$ cat config.mk
export PLATFORM = sky130hd
export DESIGN_NAME = touch_calibration_mapper_unit
export DESIGN_NICKNAME = d
export VERILOG_FILES = /design/src/hw/rtl/tcm_pkg.sv /design/src/hw/rtl/tcm_lane.sv /design/src/hw/rtl/tcm_merge.sv /design/src/hw/rtl/touch_calibration_mapper_unit.sv
export SDC_FILE = /design/constraint.sdc
export NUM_CORES = 2
export LEC_CHECK = 0
export BUFFER_PORTS_ARGS = -buffer_cell sky130_fd_sc_hd__buf_2
export CELL_PAD_IN_SITES_DETAIL_PLACEMENT = 1
export CELL_PAD_IN_SITES_GLOBAL_PLACEMENT = 2
export CORE_MARGIN = 3
export CORE_UTILIZATION = 41
export DETAILED_ROUTE_END_ITERATION = 8
export PLACE_DENSITY_LB_ADDON = 0.1
export SLEW_MARGIN = 15
export SYNTH_ARGS = -nofsm -noshare
export SYNTH_HDL_FRONTEND = slang
export SYNTH_HIERARCHICAL = 1
export SYNTH_SLANG_ARGS = --single-unit
$ cat constraint.sdc
create_clock -name clk -period 6.5 [get_ports clk]
set_input_delay 0.65 -clock clk [delete_from_list [all_inputs] [get_ports clk]]
set_output_delay 0.65 -clock clk [all_outputs]
set_load 0.01 [all_outputs]
$ cat src/hw/rtl/tcm_pkg.sv
// Shared types, constants and the divider step for the touch calibration mapper.
// Used by tcm_lane, tcm_merge and touch_calibration_mapper_unit.
package tcm_pkg;

  // Widths
  localparam int AdcBits     = 12;
  localparam int SizeBits    = 12;
  localparam int ProdBits    = AdcBits + SizeBits;
  localparam int FlagBits    = 3;
  localparam int CfgIdxBits  = 3;
  localparam int CfgDataBits = (AdcBits > SizeBits) ? AdcBits : SizeBits;
  localparam int InDataBits  = ((2 * AdcBits + 7) / 8) * 8;
  localparam int OutDataBits = ((2 * SizeBits + 7) / 8) * 8;

  // Lane pipeline depth: window stage, multiply stage, one stage per quotient bit
  localparam int LaneDepth = 2 + SizeBits;

  // Register indexes
  localparam logic [CfgIdxBits-1:0] RegXLow   = 3'd0;
  localparam logic [CfgIdxBits-1:0] RegXHigh  = 3'd1;
  localparam logic [CfgIdxBits-1:0] RegYLow   = 3'd2;
  localparam logic [CfgIdxBits-1:0] RegYHigh  = 3'd3;
  localparam logic [CfgIdxBits-1:0] RegOrient = 3'd4;
  localparam logic [CfgIdxBits-1:0] RegWidth  = 3'd5;
  localparam logic [CfgIdxBits-1:0] RegHeight = 3'd6;
  localparam logic [CfgIdxBits-1:0] RegMinLvl = 3'd7;

  // Orientation bits
  localparam int FlagInvX = 0;
  localparam int FlagInvY = 1;
  localparam int FlagSwap = 2;

  // Reset values
  localparam logic [AdcBits-1:0]  ResetXLow   = '0;
  localparam logic [AdcBits-1:0]  ResetXHigh  = '1;
  localparam logic [AdcBits-1:0]  ResetYLow   = '0;
  localparam logic [AdcBits-1:0]  ResetYHigh  = '1;
  localparam logic [FlagBits-1:0] ResetOrient = '0;
  localparam logic [SizeBits-1:0] ResetWidth  = SizeBits'(320);
  localparam logic [SizeBits-1:0] ResetHeight = SizeBits'(240);
  localparam logic [AdcBits-1:0]  ResetMinLvl = AdcBits'(100);

  // Per-lane axis setup
  typedef struct packed {
    logic [AdcBits-1:0]  lo;
    logic [AdcBits-1:0]  hi;
    logic                inv;
    logic [SizeBits-1:0] size;
  } lane_cfg_t;

  // Divider state: partial remainder, dividend bits still to go merged with
  // quotient bits already found, and the divisor
  typedef struct packed {
    logic [AdcBits-1:0]  rem;
    logic [SizeBits-1:0] lq;
    logic [AdcBits-1:0]  den;
  } div_state_t;

  // One result item
  typedef struct packed {
    logic                touched;
    logic                cal_err;
    logic [SizeBits-1:0] sx;
    logic [SizeBits-1:0] sy;
  } out_item_t;

  // Sideband carried beside the lanes
  typedef struct packed {
    logic touched;
    logic cal_err;
  } side_t;

  // One restoring-division step: bring in the next dividend bit, subtract if it fits
  function automatic div_state_t div_step(input div_state_t s);
    logic [AdcBits:0]   t;
    logic [AdcBits:0]   d;
    logic [AdcBits:0]   diff;
    logic               ge;
    div_state_t         r;
    t    = {s.rem, s.lq[SizeBits-1]};
    d    = {1'b0, s.den};
    diff = t - d;
    ge   = (t >= d);
    r.rem = ge ? diff[AdcBits-1:0] : t[AdcBits-1:0];
    r.lq  = {s.lq[SizeBits-2:0], ge};
    r.den = s.den;
    return r;
  endfunction

endpackage

$ cat src/hw/rtl/tcm_lane.sv
// One axis lane: clamp to the window, scale by the screen size, divide by the window span.
// Depends on tcm_pkg (lane_cfg_t, div_state_t, div_step).
module tcm_lane (
  input  logic                         clk,
  input  logic                         en,
  input  logic [tcm_pkg::AdcBits-1:0]  raw,
  input  tcm_pkg::lane_cfg_t           cfg,
  output logic [tcm_pkg::SizeBits-1:0] quot
);

  logic                         bad;
  logic [tcm_pkg::AdcBits-1:0]  clamped;
  logic [tcm_pkg::AdcBits-1:0]  num_d;
  logic [tcm_pkg::AdcBits-1:0]  den_d;

  logic [tcm_pkg::AdcBits-1:0]  num;
  logic [tcm_pkg::AdcBits-1:0]  den;
  logic [tcm_pkg::SizeBits-1:0] size;

  logic [tcm_pkg::ProdBits-1:0] prod;
  logic [tcm_pkg::AdcBits-1:0]  prod_den;

  tcm_pkg::div_state_t          div_in [1:tcm_pkg::SizeBits];
  tcm_pkg::div_state_t          div_st [1:tcm_pkg::SizeBits];

  // Clamp and form numerator and span; an empty window divides zero by one
  always_comb begin
    bad = (cfg.hi <= cfg.lo);
    if (raw < cfg.lo) begin
      clamped = cfg.lo;
    end else if (raw > cfg.hi) begin
      clamped = cfg.hi;
    end else begin
      clamped = raw;
    end
    if (bad) begin
      num_d = '0;
      den_d = tcm_pkg::AdcBits'(1);
    end else begin
      num_d = cfg.inv ? (cfg.hi - clamped) : (clamped - cfg.lo);
      den_d = cfg.hi - cfg.lo;
    end
  end

  // Window stage and multiply stage
  always_ff @(posedge clk) begin
    if (en) begin
      num      <= num_d;
      den      <= den_d;
      size     <= cfg.size;
      prod     <= tcm_pkg::ProdBits'(num) * tcm_pkg::ProdBits'(size);
      prod_den <= den;
    end
  end

  // Divider stages: product high half is below the span, so one quotient bit per stage
  assign div_in[1] = tcm_pkg::div_step(tcm_pkg::div_state_t'{
    rem: prod[tcm_pkg::ProdBits-1:tcm_pkg::SizeBits],
    lq:  prod[tcm_pkg::SizeBits-1:0],
    den: prod_den
  });

  for (genvar k = 2; k <= tcm_pkg::SizeBits; k++) begin : g_div
    assign div_in[k] = tcm_pkg::div_step(div_st[k-1]);
  end

  always_ff @(posedge clk) begin
    if (en) begin
      for (int k = 1; k <= tcm_pkg::SizeBits; k++) begin
        div_st[k] <= div_in[k];
      end
    end
  end

  assign quot = div_st[tcm_pkg::SizeBits].lq;

endmodule

$ cat src/hw/rtl/tcm_merge.sv
// Merge stage: combine both lane quotients with the sideband into one result beat,
// held in an output register backed by a skid register. Depends on tcm_pkg.
module tcm_merge (
  input  logic                            clk,
  input  logic                            rst,
  input  logic                            in_valid,
  input  tcm_pkg::side_t                  in_side,
  input  logic [tcm_pkg::SizeBits-1:0]    quot_x,
  input  logic [tcm_pkg::SizeBits-1:0]    quot_y,
  output logic                            pipe_ready,
  output logic                            m_axis_tvalid,
  input  logic                            m_axis_tready,
  output logic [tcm_pkg::OutDataBits-1:0] m_axis_tdata,  // screen_x, screen_y
  output logic [1:0]                      m_axis_tuser   // touched, calibration_error
);

  tcm_pkg::out_item_t in_item;
  tcm_pkg::out_item_t out_item;
  tcm_pkg::out_item_t skid_item;
  logic               out_valid;
  logic               skid_valid;
  logic               take_in;
  logic               out_free;

  // Zero the coordinates of a sample that is not a touch
  always_comb begin
    in_item.touched = in_side.touched;
    in_item.cal_err = in_side.cal_err;
    in_item.sx      = in_side.touched ? quot_x : '0;
    in_item.sy      = in_side.touched ? quot_y : '0;
  end

  assign pipe_ready = !skid_valid;
  assign take_in    = in_valid && pipe_ready;
  assign out_free   = !out_valid || m_axis_tready;

  // Output register with skid; the skid drains first
  always_ff @(posedge clk) begin
    if (rst) begin
      out_valid  <= 1'b0;
      skid_valid <= 1'b0;
    end else if (out_free) begin
      if (skid_valid) begin
        out_item   <= skid_item;
        out_valid  <= 1'b1;
        skid_valid <= 1'b0;
      end else if (take_in) begin
        out_item  <= in_item;
        out_valid <= 1'b1;
      end else begin
        out_valid <= 1'b0;
      end
    end else if (take_in) begin
      skid_item  <= in_item;
      skid_valid <= 1'b1;
    end
  end

  assign m_axis_tvalid = out_valid;
  assign m_axis_tdata  = tcm_pkg::OutDataBits'({out_item.sy, out_item.sx});
  assign m_axis_tuser  = {out_item.cal_err, out_item.touched};

  // A held skid beat always sits behind a held output beat
  a_skid_behind_out: assert property (@(posedge clk) disable iff (rst)
    skid_valid |-> out_valid)
    else $error("skid holds a beat while output register is empty");

  // Skid moves into the output register when the receiver takes a beat
  a_skid_drains: assert property (@(posedge clk) disable iff (rst)
    skid_valid && m_axis_tready |=> out_valid && !skid_valid)
    else $error("skid beat lost on drain");

  // No touch means zero coordinates
  a_zero_untouched: assert property (@(posedge clk) disable iff (rst)
    out_valid && !out_item.touched |-> out_item.sx == '0 && out_item.sy == '0)
    else $error("untouched beat carries coordinates");

endmodule

$ cat src/hw/rtl/touch_calibration_mapper_unit.sv
// Top level of the touch calibration mapper: configuration registers, input decode,
// two axis lanes and the merge stage. Depends on tcm_pkg, tcm_lane, tcm_merge.
//
// Usage:
//  - Input beats on s_axis: pen_down in tuser, raw_x and raw_y in tdata.
//  - Result beats on m_axis: screen_x and screen_y in tdata, touched and
//    calibration_error in tuser. Exactly one result beat per input beat, in order.
//  - Registers are written through cfg_we/cfg_index/cfg_data, one per cycle; the block
//    leaves it to the user to write them only while no sample is in flight.
//  - Throughput: one sample per cycle while the pipeline is not frozen. Each axis runs in its own lane: a window
//    stage, a 12x12 multiply stage and a 12-stage restoring divider that yields
//    one quotient bit per stage.
//  - Path: the accepting edge loads the first of 14 lane stages; the output
//    register follows the last and drives m_axis_tvalid.
//  - Stall: when the receiver holds m_axis_tready low, one more beat lands in a
//    skid register; s_axis_tready then drops and the whole lane pipeline freezes.
//    s_axis_tready comes from a register only.
//  - Reset (rst, synchronous): registers return to their defaults (full window,
//    no inversion or swap, 320x240 screen, minimum level 100) and all in-flight
//    beats are dropped.
module touch_calibration_mapper_unit (
  input  logic                              clk,
  input  logic                              rst,
  input  logic                              s_axis_tvalid,
  output logic                              s_axis_tready,
  input  logic [tcm_pkg::InDataBits-1:0]    s_axis_tdata,  // raw_x, raw_y
  input  logic                              s_axis_tuser,  // pen_down
  output logic                              m_axis_tvalid,
  input  logic                              m_axis_tready,
  output logic [tcm_pkg::OutDataBits-1:0]   m_axis_tdata,  // screen_x, screen_y
  output logic [1:0]                        m_axis_tuser,  // touched, calibration_error
  input  logic                              cfg_we,
  input  logic [tcm_pkg::CfgIdxBits-1:0]    cfg_index,
  input  logic [tcm_pkg::CfgDataBits-1:0]   cfg_data
);

  logic [tcm_pkg::AdcBits-1:0]  x_window_low;
  logic [tcm_pkg::AdcBits-1:0]  x_window_high;
  logic [tcm_pkg::AdcBits-1:0]  y_window_low;
  logic [tcm_pkg::AdcBits-1:0]  y_window_high;
  logic [tcm_pkg::FlagBits-1:0] orientation_flags;
  logic [tcm_pkg::SizeBits-1:0] screen_width;
  logic [tcm_pkg::SizeBits-1:0] screen_height;
  logic [tcm_pkg::AdcBits-1:0]  min_valid_level;

  logic                         en;
  logic                         accept;
  logic [tcm_pkg::AdcBits-1:0]  raw_x;
  logic [tcm_pkg::AdcBits-1:0]  raw_y;
  logic                         swap;
  tcm_pkg::lane_cfg_t           x_axis_cfg;
  tcm_pkg::lane_cfg_t           y_axis_cfg;
  tcm_pkg::lane_cfg_t           lane0_cfg;
  tcm_pkg::lane_cfg_t           lane1_cfg;
  logic [tcm_pkg::AdcBits-1:0]  lane0_raw;
  logic [tcm_pkg::AdcBits-1:0]  lane1_raw;
  logic [tcm_pkg::SizeBits-1:0] quot_x;
  logic [tcm_pkg::SizeBits-1:0] quot_y;
  tcm_pkg::side_t               side_d;

  logic                         vld  [1:tcm_pkg::LaneDepth];
  tcm_pkg::side_t               side [1:tcm_pkg::LaneDepth];

  // Register writes
  always_ff @(posedge clk) begin
    if (rst) begin
      x_window_low      <= tcm_pkg::ResetXLow;
      x_window_high     <= tcm_pkg::ResetXHigh;
      y_window_low      <= tcm_pkg::ResetYLow;
      y_window_high     <= tcm_pkg::ResetYHigh;
      orientation_flags <= tcm_pkg::ResetOrient;
      screen_width      <= tcm_pkg::ResetWidth;
      screen_height     <= tcm_pkg::ResetHeight;
      min_valid_level   <= tcm_pkg::ResetMinLvl;
    end else if (cfg_we) begin
      unique case (cfg_index)
        tcm_pkg::RegXLow:   x_window_low      <= cfg_data[tcm_pkg::AdcBits-1:0];
        tcm_pkg::RegXHigh:  x_window_high     <= cfg_data[tcm_pkg::AdcBits-1:0];
        tcm_pkg::RegYLow:   y_window_low      <= cfg_data[tcm_pkg::AdcBits-1:0];
        tcm_pkg::RegYHigh:  y_window_high     <= cfg_data[tcm_pkg::AdcBits-1:0];
        tcm_pkg::RegOrient: orientation_flags <= cfg_data[tcm_pkg::FlagBits-1:0];
        tcm_pkg::RegWidth:  screen_width      <= cfg_data[tcm_pkg::SizeBits-1:0];
        tcm_pkg::RegHeight: screen_height     <= cfg_data[tcm_pkg::SizeBits-1:0];
        tcm_pkg::RegMinLvl: min_valid_level   <= cfg_data[tcm_pkg::AdcBits-1:0];
        default: ;
      endcase
    end
  end

  // Decode the input beat and route axes to lanes; lane 0 feeds screen_x
  always_comb begin
    raw_x = s_axis_tdata[tcm_pkg::AdcBits-1:0];
    raw_y = s_axis_tdata[2*tcm_pkg::AdcBits-1:tcm_pkg::AdcBits];
    swap  = orientation_flags[tcm_pkg::FlagSwap];

    x_axis_cfg.lo  = x_window_low;
    x_axis_cfg.hi  = x_window_high;
    x_axis_cfg.inv = orientation_flags[tcm_pkg::FlagInvX];
    y_axis_cfg.lo  = y_window_low;
    y_axis_cfg.hi  = y_window_high;
    y_axis_cfg.inv = orientation_flags[tcm_pkg::FlagInvY];
    x_axis_cfg.size = '0;
    y_axis_cfg.size = '0;

    lane0_cfg      = swap ? y_axis_cfg : x_axis_cfg;
    lane1_cfg      = swap ? x_axis_cfg : y_axis_cfg;
    lane0_cfg.size = screen_width;
    lane1_cfg.size = screen_height;
    lane0_raw      = swap ? raw_y : raw_x;
    lane1_raw      = swap ? raw_x : raw_y;

    side_d.touched = s_axis_tuser && (raw_x >= min_valid_level)
                     && (raw_y >= min_valid_level);
    side_d.cal_err = (x_window_high <= x_window_low) || (y_window_high <= y_window_low);
  end

  assign s_axis_tready = en;
  assign accept        = s_axis_tvalid && s_axis_tready;

  tcm_lane u_lane0 (
    .clk  (clk),
    .en   (en),
    .raw  (lane0_raw),
    .cfg  (lane0_cfg),
    .quot (quot_x)
  );

  tcm_lane u_lane1 (
    .clk  (clk),
    .en   (en),
    .raw  (lane1_raw),
    .cfg  (lane1_cfg),
    .quot (quot_y)
  );

  // Carry beat valid and sideband alongside the lanes
  always_ff @(posedge clk) begin
    if (rst) begin
      for (int k = 1; k <= tcm_pkg::LaneDepth; k++) begin
        vld[k] <= 1'b0;
      end
    end else if (en) begin
      vld[1] <= accept;
      for (int k = 2; k <= tcm_pkg::LaneDepth; k++) begin
        vld[k] <= vld[k-1];
      end
    end
  end

  always_ff @(posedge clk) begin
    if (en) begin
      side[1] <= side_d;
      for (int k = 2; k <= tcm_pkg::LaneDepth; k++) begin
        side[k] <= side[k-1];
      end
    end
  end

  tcm_merge u_merge (
    .clk           (clk),
    .rst           (rst),
    .in_valid      (vld[tcm_pkg::LaneDepth]),
    .in_side       (side[tcm_pkg::LaneDepth]),
    .quot_x        (quot_x),
    .quot_y        (quot_y),
    .pipe_ready    (en),
    .m_axis_tvalid (m_axis_tvalid),
    .m_axis_tready (m_axis_tready),
    .m_axis_tdata  (m_axis_tdata),
    .m_axis_tuser  (m_axis_tuser)
  );

  // A frozen pipeline keeps its last-stage beat
  a_hold_on_freeze: assert property (@(posedge clk) disable iff (rst)
    !en && vld[tcm_pkg::LaneDepth] |=> vld[tcm_pkg::LaneDepth])
    else $error("last lane stage dropped a beat while frozen");

  // An accepted beat enters the first stage
  a_accept_enters: assert property (@(posedge clk) disable iff (rst)
    accept |=> vld[1])
    else $error("accepted beat missing from first lane stage");

  // The reported error flag follows the windows
  a_cal_err_flag: assert property (@(posedge clk) disable iff (rst)
    m_axis_tvalid && !cfg_we && (x_window_high <= x_window_low) |-> m_axis_tuser[1])
    else $error("empty X window without calibration error");

endmodule
[Word level (Yosys, flattened, before mapping)]
Memory sizes are Yosys's and may differ from the RTL's.
Cells that the tools add are included.
Operators by class
  add/sub/neg operators: 30
  multiply operators: 2
  magnitude comparators: 34
  eq/ne operators: 7
  multiplexer cells: 59
  bitwise gates (word level): 16
  reduce and logical (&&, ||, !) cells: 21
Operator list (count)
  $mux 12: 34
  $sub 12x12->12: 30
  $ge 13x12->1: 24
  $mux 37: 2
  $mux 26: 2
  $le 12x12->1: 4
  $mul 12x12->24: 2
  $ge 12x12->1: 2
  $gt 12x12->1: 2
  $lt 12x12->1: 2
  $mux 1: 21
  $reduce_and 2->1: 8
  $or 1x1->1: 14
  $eq 3x3->1 const B: 4
  $eq 3x2->1 const B: 2
  $reduce_and 3->1: 2
  $logic_and 1x1->1: 4
  $eq 3x1->1 const B: 1
  $logic_not 3->1: 1
  $logic_not 1->1: 2
  $logic_or 1x1->1: 2
  $not 1->1: 2
  $reduce_bool 2->1: 1
  $reduce_or 2->1: 1
Storage, ports and cells
  register bits after elaboration: 285
  RAM bits: 906
  output and inout port bits: 28
  logic and storage cells: 201
  memories kept: 4
Memories
  u_lane0.div_st: depth 12, width 36, rd ports 12, clocked after memory_dff 0, write ports 12, line tcm_lane.sv:24  | tcm_pkg::div_state_t div_st [1:tcm_pkg::SizeBits];
  u_lane1.div_st: depth 12, width 36, rd ports 12, clocked after memory_dff 0, write ports 12, line tcm_lane.sv:24
  side: depth 14, width 2, rd ports 14, clocked after memory_dff 0, write ports 14, line touch_calibration_mapper_unit.sv:62  | tcm_pkg::side_t side [1:tcm_pkg::LaneDepth];
  vld: depth 14, width 1, rd ports 14, clocked after memory_dff 0, write ports 14, line touch_calibration_mapper_unit.sv:61  | logic vld [1:tcm_pkg::LaneDepth];

[Logic depth before layout (Yosys ltp)]
  word-level depth: 6
  mapped depth: 27
  gate-level depth less buffers: 23

[Hierarchy]
Netlist, hierarchy kept.
By module, submodules not included
  tcm_lane at u_lane1: times used 1, cells each 2492, area each 29648.4 um^2
  tcm_lane at u_lane0: times used 1, cells each 2454, area each 29315.6 um^2
  touch_calibration_mapper_unit: times used 1, cells each 708, area each 6498.7 um^2
  tcm_merge: times used 1, cells each 116, area each 2189.6 um^2

[Least setup slack after synthesis]
OpenSTA, ideal clock, no wires.
  kind: reg-to-reg
  from: register u_merge.skid_valid
  to: memory vld[10] (enable)
  arrival: 5889 ps
  required time: 6166 ps
  slack: 277 ps
  stages on the path, launching flop included: 4
  buffers on the path: 1
  period minus slack after synthesis: 6223 ps
  path through: dfxtp_1 inv_2 buf_6 or2_2
RTL lines
  start, declared: line tcm_merge.sv:21  | logic skid_valid;
  start signal, assigned: line tcm_merge.sv:41  | skid_valid <= 1'b0;
  start signal, assigned: line tcm_merge.sv:46  | skid_valid <= 1'b0;
  start signal, assigned: line tcm_merge.sv:55  | skid_valid <= 1'b1;
  end, declared: line touch_calibration_mapper_unit.sv:61

[Worst setup path after layout]
  from: register u_lane1/size[4] (netlist bit)
  to: register u_lane1/prod[23] (netlist bit) (data pin)
Between the ends
  word-level cells in the longest chain between the ends: 1
RTL lines
  start, declared: line tcm_lane.sv:18  | logic [tcm_pkg::SizeBits-1:0] size;
  start signal, assigned: line tcm_lane.sv:50  | size <= cfg.size;
  $mul 12x12->24: line tcm_lane.sv:51  | prod <= tcm_pkg::ProdBits'(num) * tcm_pkg::ProdBits'(size);
  end signal, assigned: line tcm_lane.sv:51
  end, declared: line tcm_lane.sv:20  | logic [tcm_pkg::ProdBits-1:0] prod;
Every way passes these cells.
A chain may end at the register's enable or synchronous reset.

==> metrics.cfg <==
[min_path]
hold_depth = 3
hold_start = m_axis_tready
min_to = u_merge/skid_valid$_SDFFE_PP0P_
min_path_type = input port to flop

[synthesis]
synth_seq_cells = 1143
synth_nets = 6617
mappedNetlistArea_um2 = 67700
synth_edf_count = 1054
yosys.area.top_type = edfxtp_1
synth_flop_cell = edfxtp_1
synth.yosys.seq_area_share = 0.494
synth_area_per_cell_um2 = 11.7
synthTopCellsByArea = edfxtp_1 47%, ha_1 11%, fa_1 6.7%
syn_inst = 5770
ys_top_cells_by_count = 1054 x edfxtp_1, 739 x inv_1, 574 x ha_1
yosysWarnings = 6
netlist.area_leader.share = 0.468
async_reset_ff_frac = 0
synthDistinctLibCells = 83
yosysMostFrequentCell = edfxtp_1

[floorplanning]
io_pins = 73
die-width_um = 412
die_area_um2 = 170000
start_util = 0.414
die_h_um = 412
placementRows = 148
core-area_um2 = 163000

[timing]
finalSetupViolations = 0
finClkSkew_ns = 0.0305
post-route-min-period_ns = 6.11
hold_viol = 0
clock.fmax_mhz = 164
worst_slew_margin_rel = 0.295
fin_crit_sh = 0.940
tns_ns = 0
worst_slew_pin_slew_ns = 1.05
hold_ws_ns = 0.281
final.setup.worst_slack_ns = 0.388
rsz0062_at_grt = false
slew_viol_final = 0

[setup_path]
r2r_end = u_lane1/prod[23]$_DFFE_PP_
critPathMaxStageDelay_ns = 0.59
critPathRequiredTime_ns = 6.98
ff2ff_path_depth = 17
critPathTopFamily = adder cells
slowest_stage = edfxtp_1
critical_path.max_fanout = 12
cp.buffers_inverters = 3
endpoint_kind = flop
cpMostUsedCell = fa_1
path_cells = nand2_1, fa_1, fa_1, fa_1, inv_1, fa_1, inv_1, fa_1, inv_1, ha_1, a2111oi_1, a211oi_1, o41ai_1, o21ai_0, o41ai_2, mux2i_1, nand4_1
cp_data_arrival_time_ns = 6.59
critPathKind = flop to flop
cp-start-kind = flop
reg2reg_slack_ns = 0.39
r2r_start = u_lane1/size[4]$_DFFE_PP_

[clock_tree]
htreeDepth = 4
numCtsBuffers = 134
cts_sinks = 1143
post_cts_buffers = 0
cts_hold_buf = 0
cts_tree = done
cts_root_buf = clkbuf_16
insertion_delay_ns = 0.75
post_cts_resized = 0
cts.reportedPaths.clkPinSlew_ns = 0.06
cts.path.max_buffers = 3

[place]
placement.io_buffers = 72
place_ws_ns = 0.359
place.gp.congestion = 0.838
hpwlAfterDp_um = 115000
place_inst = 7901

[global_routing]
grt_overflow = 0
grt_pass1_vias = 45500
track_usage = 0.180
antenna_found_initial = 1
grt_first_pass_wirelength_um = 244000
grt_start_max_net_pins = 159

[pwr]
powerDensity_nw_per_um2 = 445
vdd_drop_max_mv = 0.374
p_leak_nw = 32.9

[finish]
area_growth_pct = 10.5
nets = 6714
layout-drive-gt1-share = 0.104
stdcell_count = 8149
n_antenna_cell = 0

[detailed_routing]
drt_pass1_iterations = 5
ant_nets = 0
first_iter_violations = 1745
wl_per_cell_um = 18.4
viasPerCell = 5.14
wl_um = 150000
num_vias = 41900
drc_errors = 0

[run_status]
outcome = finished, final reports clean

[job]
drv_cap = 0

-- power by group --
part / internal, W / switching, W / leakage, nW
combinational: 0.00646 / 0.00759 / 19.0
clock: 0.00444 / 0.00303 / 2.13
sequential: 0.0108 / 0.000982 / 11.8
total: 0.0217 / 0.0116 / 32.9
-- metrics by stage --
stage,area [um2],utilization,total power (W)
floorplan,67700,-,0.0225
global placement,70300,0.431,0.0258
detailed placement,70300,0.431,0.0261
CTS,74700,0.458,0.0338
global route,74800,0.458,0.0361
finish,74800,0.458,0.0333
-- how the worst max path moves through the flow --
stage,startpoint,endpoint,cells after the start
after floorplan,u_merge/skid_valid$_SDFFE_PP0P_,vld[10]$_DFFE_PP_,3
after global placement,u_lane1/size[5]$_DFFE_PP_,u_lane1/prod[23]$_DFFE_PP_,17
after detailed placement,u_lane1/size[5]$_DFFE_PP_,u_lane1/prod[23]$_DFFE_PP_,17
after CTS,u_lane1/num[2]$_SDFFCE_PP0P_,u_lane1/prod[23]$_DFFE_PP_,17
after global routing,u_lane1/size[4]$_DFFE_PP_,u_lane1/prod[23]$_DFFE_PP_,17
final,u_lane1/size[4]$_DFFE_PP_,u_lane1/prod[23]$_DFFE_PP_,17
-- placed cells by master (no fill, tap or decap), types with 23 or more instances in the layout --
cell type	n
edfxtp_1	1054
inv_1	739
ha_1	574
nand2_1	513
a21oi_1	269
mux2_2	237
nor2_1	237
fa_1	228
and2_1	188
xnor2_1	164
o21ai_0	139
clkbuf_16	136
nor3_1	125
a21o_1	114
nor2b_1	88
dfxtp_1	88
xor2_1	87
mux2i_1	79
nand4_1	72
buf_2	71
nand3_1	60
a211oi_1	55
buf_4	40
nand2b_1	39
o21a_1	39
clkinv_1	30
and3_1	28
nand3b_1	27
clkbuf_1	25
or3_1	23
-- cell families (layout without fill, tap and decap cells) --
logic type / count (synthesis) / count (layout) / share of synthesized area
simple gates: 1488 / 1488 / 0.108
flops: 1143 / 1143 / 0.494
buf+inv: 895 / 1099 / 0.0527
compound gates: 853 / 853 / 0.0827
fa+ha+maj: 802 / 802 / 0.174
mux: 338 / 338 / 0.0560
xor+xnor: 251 / 251 / 0.0325
-- sequential cells by signal, summed over array words and instances, names as in the netlist, 14 cells and up --
signal / cells
u_merge/skid_item: 26
u_lane1/div_st: 408
side: 28
u_lane1/prod: 24
vld: 14
u_lane0/div_st: 408
u_lane0/prod: 24
u_merge/m_axis_tdata: 24
-- cell type report --
cell class | instances | area, um2
clock buffers | 166 | 3570
clock inverters | 77 | 851
fillers | 17300 | 88600
inverters | 741 | 2790
multi-input cells | 3732 | 30700
flip-flops and latches | 1143 | 33400
well taps | 2175 | 2720
repair buffers | 115 | 736
-- worst min-delay path: cells and delay by family --
kind	cells	cell delay (ns)
buf+inv	1	0.08
simple gates	2	0.24
-- layer usage --
metal / track usage / up-vias / part of all wire
li1: - / 20500 / -
met1: 0.220 / 20600 / 0.43
met2: 0.327 / 437 / 0.51
met3: 0.0269 / 252 / 0.028
met4: 0.0520 / 0 / 0.027
met5: 0 / - / 0
(Power assumes the default switching activity.)
